## config.mk

```make
export PLATFORM = sky130hd
export DESIGN_NAME = gdt_cmd_queue
export DESIGN_NICKNAME = d
export VERILOG_FILES = /design/src/rtl/core/dma_grant_lifecycle_table_defines.svh /design/src/rtl/core/gdt_pkg.sv /design/src/rtl/core/gdt_cmd_queue.sv
export SDC_FILE = /design/constraint.sdc
export NUM_CORES = 1
export LEC_CHECK = 0
export BUFFER_PORTS_ARGS = -buffer_cell sky130_fd_sc_hd__buf_2
export CORE_ASPECT_RATIO = 0.75
export CORE_UTILIZATION = 30
export CTS_CLUSTER_DIAMETER = 150
export DETAILED_ROUTE_END_ITERATION = 10
export GPL_TIMING_DRIVEN = 0
export PLACE_DENSITY_LB_ADDON = 0.2
export SLEW_MARGIN = 15
export SYNTH_ARGS = -nofsm -noshare
export SYNTH_HDL_FRONTEND = slang
export SYNTH_SLANG_ARGS = --single-unit
```

## constraint.sdc

```tcl
create_clock -name aclk -period 11.3 [get_ports aclk]
set_clock_uncertainty 0.05 [all_clocks]
set_input_delay 2.26 -clock aclk [delete_from_list [all_inputs] [get_ports aclk]]
set_output_delay 2.26 -clock aclk [all_outputs]
set_load 0.01 [all_outputs]
```

## src/rtl/core/dma_grant_lifecycle_table_defines.svh

```systemverilog
// assertion macros for the dma grant table
`ifndef DMA_GRANT_LIFECYCLE_TABLE_DEFINES_SVH
`define DMA_GRANT_LIFECYCLE_TABLE_DEFINES_SVH
`ifndef SYNTHESIS
`define GDT_ASSERT_IMP(lbl, pre, post) \
    lbl: assert property (@(posedge aclk) disable iff (!aresetn) (pre) |-> (post)) \
        else $error("gdt: check failed");
`define GDT_ASSERT_NXT(lbl, pre, post) \
    lbl: assert property (@(posedge aclk) disable iff (!aresetn) (pre) |=> (post)) \
        else $error("gdt: check failed");
`else
`define GDT_ASSERT_IMP(lbl, pre, post)
`define GDT_ASSERT_NXT(lbl, pre, post)
`endif
`endif

```

## src/rtl/core/gdt_pkg.sv

```systemverilog
`timescale 1ns / 1ps
`default_nettype none
package gdt_pkg;

    localparam int ENTRIES      = 256;
    localparam int ADDR_BITS    = 48;
    localparam int FIELD_ADDR_W = 48;
    // stored address width, addresses are kept masked to ADDR_BITS
    localparam int SAW = (ADDR_BITS < FIELD_ADDR_W) ? ADDR_BITS : FIELD_ADDR_W;
    localparam int ID_W      = (ENTRIES > 1) ? $clog2(ENTRIES) : 1;
    localparam int GID_W     = 16;
    localparam int RID_W     = 8;
    localparam int LEN_W     = 32;
    localparam int FLG_W     = 32;
    localparam int MODE_W    = 3;
    localparam int STATUS_W  = 3;
    localparam int LS_W      = 3;
    localparam int CMD_W     = 2;

    // free-slot search: groups of GRP entries, one registered level per group
    localparam int GRP       = 16;
    localparam int GRP_LOW_W = $clog2(GRP);
    localparam int NGRP      = (ENTRIES + GRP - 1) / GRP;
    localparam int PAD_W     = NGRP * GRP;

    // request queue between front and back
    localparam int QD     = 2;
    localparam int QPTR_W = (QD > 1) ? $clog2(QD) : 1;
    localparam int QCNT_W = $clog2(QD + 1);

    localparam logic [MODE_W-1:0] MODE_CREATE   = 3'd0;
    localparam logic [MODE_W-1:0] MODE_MAP      = 3'd1;
    localparam logic [MODE_W-1:0] MODE_ACTIVATE = 3'd2;
    localparam logic [MODE_W-1:0] MODE_REVOKE   = 3'd3;
    localparam logic [MODE_W-1:0] MODE_DESTROY  = 3'd4;
    localparam logic [MODE_W-1:0] MODE_QUERY    = 3'd5;
    localparam logic [MODE_W-1:0] MODE_BAD      = 3'd6;

    localparam logic [STATUS_W-1:0] ST_OK          = 3'd0;
    localparam logic [STATUS_W-1:0] ST_INVALID     = 3'd1;
    localparam logic [STATUS_W-1:0] ST_FULL        = 3'd2;
    localparam logic [STATUS_W-1:0] ST_BAD_STATE   = 3'd3;
    localparam logic [STATUS_W-1:0] ST_UNSUPPORTED = 3'd4;
    localparam logic [STATUS_W-1:0] ST_MAP_FAILED  = 3'd5;

    localparam logic [LS_W-1:0] LS_CREATED = 3'd0;
    localparam logic [LS_W-1:0] LS_MAPPED  = 3'd1;
    localparam logic [LS_W-1:0] LS_ACTIVE  = 3'd2;
    localparam logic [LS_W-1:0] LS_REVOKED = 3'd3;
    localparam logic [LS_W-1:0] LS_FAILED  = 3'd4;

    localparam logic [CMD_W-1:0] CMD_NONE  = 2'd0;
    localparam logic [CMD_W-1:0] CMD_MAP   = 2'd1;
    localparam logic [CMD_W-1:0] CMD_UNMAP = 2'd2;

    typedef struct packed {
        logic                    iommu_ok;
        logic [FLG_W-1:0]        map_flags;
        logic [LEN_W-1:0]        region_length;
        logic [FIELD_ADDR_W-1:0] phys_address;
        logic [FIELD_ADDR_W-1:0] io_address;
        logic [GID_W-1:0]        grant_id;
    } in_data_t;

    typedef struct packed {
        logic [FLG_W-1:0]        cmd_flags;
        logic [LEN_W-1:0]        cmd_length;
        logic [FIELD_ADDR_W-1:0] cmd_phys_address;
        logic [FIELD_ADDR_W-1:0] cmd_io_address;
        logic [CMD_W-1:0]        iommu_cmd;
        logic [LS_W-1:0]         entry_state;
        logic [RID_W-1:0]        result_id;
    } res_data_t;

    typedef struct packed {
        logic [STATUS_W-1:0] status;
        res_data_t           data;
    } result_t;

    typedef struct packed {
        logic [LS_W-1:0]  life;
        logic [SAW-1:0]   io;
        logic [SAW-1:0]   pa;
        logic [LEN_W-1:0] len;
        logic [FLG_W-1:0] flags;
    } row_t;

    // classified request as it travels through the queue
    typedef struct packed {
        logic [MODE_W-1:0] op;
        logic              in_range;
        logic [ID_W-1:0]   id;
        logic [RID_W-1:0]  rid;
        logic [SAW-1:0]    io;
        logic [SAW-1:0]    pa;
        logic [LEN_W-1:0]  len;
        logic [FLG_W-1:0]  flags;
        logic              ok;
    } cmd_t;

    localparam int IN_DATA_W   = $bits(in_data_t);
    localparam int IN_TDATA_W  = ((IN_DATA_W + 7) / 8) * 8;
    localparam int OUT_DATA_W  = $bits(res_data_t);
    localparam int OUT_TDATA_W = ((OUT_DATA_W + 7) / 8) * 8;

endpackage
`default_nettype wire

```

## src/rtl/core/gdt_cmd_queue.sv

```systemverilog
`timescale 1ns / 1ps
`default_nettype none
module gdt_cmd_queue (
    input  wire logic                        aclk,
    input  wire logic                        aresetn,
    input  wire logic                        push_valid,
    output logic                             push_ready,
    input  wire gdt_pkg::cmd_t               push_cmd,
    output logic                             pop_valid,
    input  wire logic                        pop_ready,
    output gdt_pkg::cmd_t                    pop_cmd,
    output logic [gdt_pkg::QCNT_W-1:0]       count
);
    import gdt_pkg::*;

    cmd_t               slot_reg [QD];
    logic [QPTR_W-1:0]  wr_ptr_reg, wr_ptr_next;
    logic [QPTR_W-1:0]  rd_ptr_reg, rd_ptr_next;
    logic [QCNT_W-1:0]  count_reg, count_next;
    logic               do_push, do_pop;

    assign push_ready = (count_reg != QCNT_W'(QD));
    assign pop_valid  = (count_reg != '0);
    assign pop_cmd    = slot_reg[rd_ptr_reg];
    assign count      = count_reg;
    assign do_push    = push_valid && push_ready;
    assign do_pop     = pop_valid && pop_ready;

    always_comb begin
        wr_ptr_next = wr_ptr_reg;
        rd_ptr_next = rd_ptr_reg;
        count_next  = count_reg;
        if (do_push) begin
            wr_ptr_next = (32'(wr_ptr_reg) == QD - 1) ? '0 : wr_ptr_reg + 1'b1;
        end
        if (do_pop) begin
            rd_ptr_next = (32'(rd_ptr_reg) == QD - 1) ? '0 : rd_ptr_reg + 1'b1;
        end
        if (do_push && !do_pop) begin
            count_next = count_reg + 1'b1;
        end else if (do_pop && !do_push) begin
            count_next = count_reg - 1'b1;
        end
    end

    always_ff @(posedge aclk) begin
        if (!aresetn) begin
            wr_ptr_reg <= '0;
            rd_ptr_reg <= '0;
            count_reg  <= '0;
        end else begin
            wr_ptr_reg <= wr_ptr_next;
            rd_ptr_reg <= rd_ptr_next;
            count_reg  <= count_next;
        end
    end

    always_ff @(posedge aclk) begin
        if (do_push) begin
            slot_reg[wr_ptr_reg] <= push_cmd;
        end
    end

endmodule
`default_nettype wire

```

==> results.json, run 1 <==
{
  "status": "completed",
  "rows": 67,
  "io_pins": 370,
  "globalRouteMet3Util": 0.0447,
  "avgSynthCellArea_um2": 23.3,
  "yosysWarnings": 0,
  "dp_hpwl_um": 19000,
  "drt-wirelength-per-cell_um": 17.7,
  "finalSetupViolCount": 0,
  "vias": 6847,
  "grt_start_max_net_pins": 96,
  "worstSetupEndpointType": "primary output",
  "post_cts_buffers": 0,
  "clockBufferDepth": 3,
  "fin_area_mm2": 0.0176,
  "dieArea_mm2": 0.0464,
  "crit_arrival_ns": 1.95,
  "core-area_mm2": 0.0448,
  "cts_resized": 0,
  "crit_required_ns": 8.99,
  "busiest_layer": "met2",
  "slew_headroom": 0.509,
  "holdPathStages": 2,
  "antenna_found_initial": 6,
  "die_h_um": 187,
  "timing.final.crit_share": 0.377,
  "powerDensity_mw_per_mm2": 225,
  "fin_hold_ws_ns": 0.546,
  "grt_use_total": 0.120,
  "r2r_cells": 4,
  "critPathKind": "flop to primary output",
  "setup_tns_ns": 0,
  "r2r_setup_slack_ns": 8.91,
  "cts_sinks": 367,
  "rsz0062_at_grt": "no",
  "fin_util": 0.392,
  "synth_nets": 773,
  "netlist_instances": 587,
  "postPlaceCellArea_mm2": 0.0164,
  "syn_to_final_growth_pct": 28.6,
  "ctsHoldBuffers": 0,
  "portBuffers": 369,
  "tightest_slew_ns": 0.737,
  "grt_pass1_wl_um": 42000,
  "finalNetCount": 1188,
  "r2r_start": "count[0]",
  "yosysSeqAreaShare": 0.803,
  "initial_core_util": 0.305,
  "ir_drop_uv": 147,
  "cp_max_fo": 10,
  "path_clk_slew_ns": 0.05,
  "die_width_um": 248,
  "grt_pass1_vias": 7282,
  "synth_cell_types": 21,
  "routed_wl_um": 28600,
  "mappedNetlistArea_mm2": 0.0137,
  "via_per_inst": 4.23,
  "first_pass_iters": 4,
  "ctsRootBufferMaster": "clkbuf_16",
  "largest_reg_flops": 362,
  "hold_viol_final": 0,
  "place.gp.congestion": 0.714,
  "timing.rr.end": "slot_reg[0][137]",
  "drv_cap": 0,
  "drt_iter0_drc": 293,
  "place_inst": 1547,
  "fmax_ghz": 0.235,
  "cts-htree-levels": 2,
  "tritoncts": "yes",
  "overflow": 0,
  "drc_errors": 0,
  "numCtsBuffers": 39,
  "grt.met1_usage": 0.149,
  "drive_gt1_frac": 0.610,
  "min_from": "rd_ptr_reg",
  "final_max_slew_viol_count": 0,
  "leakagePower_uw": 0.00665,
  "ys_ff_latch": 367,
  "hp-class": "flop to flop",
  "stdcell_count": 1617,
  "final_antenna_net_count": 0,
  "fin_crit_ns": 4.26,
  "clk_latency_ns": 0.53,
  "use_met2": 0.188,
  "startpoint_type": "flop"
}
stage by stage:
step,total power [uW],setup WS (ns)
global route,4130,6.92
CTS,4030,6.93
floorplan,2430,4.23
detailed placement,2810,7.16
global placement,2840,1.24
finish,3950,7.04
placed cells by master, fill, tap and decap left out, drive strengths merged:
cell and count:
a21bo 1, a21boi 2, and2 4, and3 1, buf 394, bufinv 2, clkbuf 52, clkinv 13
dfxtp 5, diode 3, edfxtp 362, ha 1, inv 1, mux2 181, nand2b 1, nand3b 1
o21ai 2, or2 1, or3 1, xnor2 2, xor2 1
worst max-delay path: stages, from the launching register on:
cell and delay (ns):
dfxtp_1 0.32, buf_6 0.17, buf_6 0.23, buf_6 0.21, mux2_4 0.32, buf_2 0.15
layer usage:
metal,share of wire,vias to the layer above
met2,0.47,214
li1,-,3190
met1,0.43,3378
met3,0.081,59
met4,0.024,6
met5,0.0012,-
power breakdown:
group | internal (uW) | switching (uW) | leakage, uW
clock | 704 | 496 | 0.000576
combinational | 492 | 519 | 0.00266
sequential | 1700 | 38.8 | 0.00342
total | 2900 | 1050 | 0.00665
cell type report:
cell class              count  area [um^2]
multi-input cells         199         2520
clock buffers              52         1070
clock inverters            15          114
flip-flops and latches    367        11000
inverters                   1         11.3
repair buffers            374         1970
fillers                  4202        27200
well taps                 586          733
plain buffers              20          169
diodes                      3         7.51
worst max-delay path by stage:
stage	startpoint	endpoint	cells past startpoint
after CTS	flop	pop_cmd[73]	5
after detailed placement	push_valid	slot_reg[0][92]	4
after floorplan	push_valid	slot_reg[1][0]	1
after global placement	push_valid	slot_reg[1][79]	2
after global routing	flop	pop_cmd[132]	5
final	flop	pop_cmd[130]	5
synth_stat cells:
cell	instances	area, um^2
a21bo_2	1	10.0
a21boi_0	1	7.51
a21boi_1	1	7.51
and2_1	4	25.0
and3_1	1	6.26
buf_2	9	45.0
buf_6	11	124
dfxtp_1	5	100
edfxtp_1	362	10900
ha_1	1	12.5
inv_1	1	3.75
mux2_2	91	1020
mux2_4	90	1350
nand2b_4	1	13.8
nand3b_1	1	7.51
o21ai_0	1	5.00
o21ai_1	1	5.00
or2_2	1	6.26
or3_1	1	6.26
xnor2_1	2	17.5
xor2_1	1	8.76
logic make-up (layout without fill, tap and decap cells):
| kind of cell | Yosys count | in the layout | synth area share |
|---|---|---|---|
| flops | 367 | 367 | 0.803 |
| buf+inv | 21 | 462 | 0.0126 |
| mux | 181 | 181 | 0.174 |
| fa+ha+maj | 1 | 1 | 0.000916 |
| simple gates | 9 | 9 | 0.00476 |
| xor+xnor | 3 | 3 | 0.00192 |
| other cells | 0 | 3 | 0 |
| compound gates | 5 | 5 | 0.00256 |
No activity file was read; power rests on OpenSTA's default activity.
==> run 2, diff against run 1 <==
==> constraint.sdc (replaced) <==
create_clock -name aclk -period 4.2 [get_ports aclk]
set_clock_uncertainty 0.05 [all_clocks]
set_input_delay 0.84 -clock aclk [delete_from_list [all_inputs] [get_ports aclk]]
set_output_delay 0.84 -clock aclk [all_outputs]
set_load 0.01 [all_outputs]
==> results.json, run 2 (same netlist as run 1, synthesis figures left out) <==
{
  "status": "completed",
  "timing.final.crit_share": 0.677,
  "first_pass_iters": 6,
  "cpPeakStageDelay_ns": 0.33,
  "cts_sinks": 367,
  "drv_cap": 0,
  "dieArea_mm2": 0.0464,
  "overflow": 0,
  "core-area_mm2": 0.0448,
  "post_cts_buffers": 0,
  "tightest_slew_ns": 0.456,
  "worstSetupEndpointType": "primary output",
  "fmax_ghz": 0.352,
  "cts-htree-levels": 2,
  "multiInputGateArea_mm2": 0.00252,
  "io_pins": 370,
  "path_clk_slew_ns": 0.06,
  "ctsRootBufferMaster": "clkbuf_16",
  "tritoncts": "yes",
  "finalSetupViolCount": 0,
  "finalNetCount": 1194,
  "final_cell_mix": "buf_2, edfxtp_1, mux2_2, mux2_4, clkbuf_16",
  "stdcell_count": 1628,
  "final_max_slew_viol_count": 0,
  "drive_gt1_frac": 0.610,
  "grt_start_max_net_pins": 49,
  "grt_pass1_vias": 7298,
  "numCtsBuffers": 40,
  "place.gp.congestion": 0.702,
  "globalRouteMet3Util": 0.0475,
  "critPathKind": "flop to primary output",
  "regArea_mm2": 0.0110,
  "powerDensity_mw_per_mm2": 607,
  "antenna_found_initial": 7,
  "layout_commonest_cell": "buf_2",
  "routed_wl_um": 29500,
  "crit_arrival_ns": 1.95,
  "cts_resized": 0,
  "slew_headroom": 0.695,
  "slowest_stage": "mux2_4",
  "die_width_um": 248,
  "clockBufferDepth": 3,
  "cp_max_fo": 10,
  "postPlaceCellArea_mm2": 0.0165,
  "clk_latency_ns": 0.53,
  "fin_crit_ns": 2.84,
  "drc_errors": 0,
  "dp_hpwl_um": 20100,
  "portBuffers": 369,
  "crit_family": "buffers and inverters",
  "grt.met1_usage": 0.153,
  "hp-class": "input port to flop",
  "nFillCells": 4180,
  "drt_iter0_drc": 276,
  "place_inst": 1552,
  "crit_chain": "buf_6, buf_6, buf_6, mux2_4, buf_2",
  "crit_required_ns": 3.31,
  "ir_drop_uv": 381,
  "grt_pass1_wl_um": 43300,
  "via_per_inst": 4.22,
  "fin_util": 0.395,
  "worst-path-buf-inv": 4,
  "rows": 67,
  "fin_area_mm2": 0.0177,
  "setup_tns_ns": 0,
  "rsz0062_at_grt": "no",
  "die_h_um": 187,
  "vias": 6869,
  "ctsHoldBuffers": 0,
  "crit_top_cell": "buf_6",
  "use_met2": 0.197,
  "hold_viol_final": 0,
  "final_antenna_net_count": 0,
  "busiest_layer": "met2",
  "grt_use_total": 0.125,
  "initial_core_util": 0.305,
  "largest_reg_flops": 362,
  "drt-wirelength-per-cell_um": 18.1,
  "syn_to_final_growth_pct": 29.5,
  "leakagePower_uw": 0.00670,
  "startpoint_type": "flop"
}
==> run 2: cell types whose count changed in the layout (fill, tap and decap cells not counted), moves of 2 or more <==
| cell | change |
|---|---|
| buf_12 | +4 |
| diode_2 | +2 |
| clkbuf_1 | +3 |
| clkinvlp_4 | +2 |
==> run 2: area by class of cell <==
| cell class | count | area share |
|---|---|---|
| Multi-Input combinational cell | 199 | 0.142 |
| Timing Repair Buffer | 379 | 0.117 |
| Clock buffer | 55 | 0.0610 |
| Inverter | 1 | 0.000424 |
| Sequential cell | 367 | 0.620 |
| Antenna cell | 5 | 0.000707 |
| Buffer | 20 | 0.00955 |
| Tap cell | 586 | 0.0414 |
| Clock inverter | 16 | 0.00707 |
==> run 2: per-layer routing <==
layer / share of wire / up-vias
met1: 0.42 / 3367
li1: - / 3202
met5: 0.0017 / -
met3: 0.085 / 57
met2: 0.47 / 235
met4: 0.027 / 8
==> run 2: final timing paths <==
kind	slack, ns	startpoint	cells past startpoint	endpoint
worst min register to register	0.53	rd_ptr_reg	2	flop
worst min-delay path	0.44	push_cmd[125]	1	slot_reg[0][125]
worst max-delay path	1.36	flop	5	pop_cmd[83]
worst max register to register	1.91	count[0]	6	slot_reg[0][75]
==> run 2: report_power, final <==
part           total (uW)  internal (uW)  switching, uW  leakage [uW]
combinational        2800           1370           1430       0.00270
sequential           4670           4570            105       0.00342
clock                3270           1910           1360      0.000581
==> run 2: per-stage QoR <==
stage          total power (uW)  worst slack (ns)  hold WS (ns)
2_1_floorplan              6510            0.0945         0.502
3_3_place_gp               7600             -2.07         0.519
3_5_place_dp               7620              1.57         0.527
4_1_cts                   11000              1.25         0.389
5_1_grt                   11300              1.22         0.399
6_report                  10700              1.36         0.440
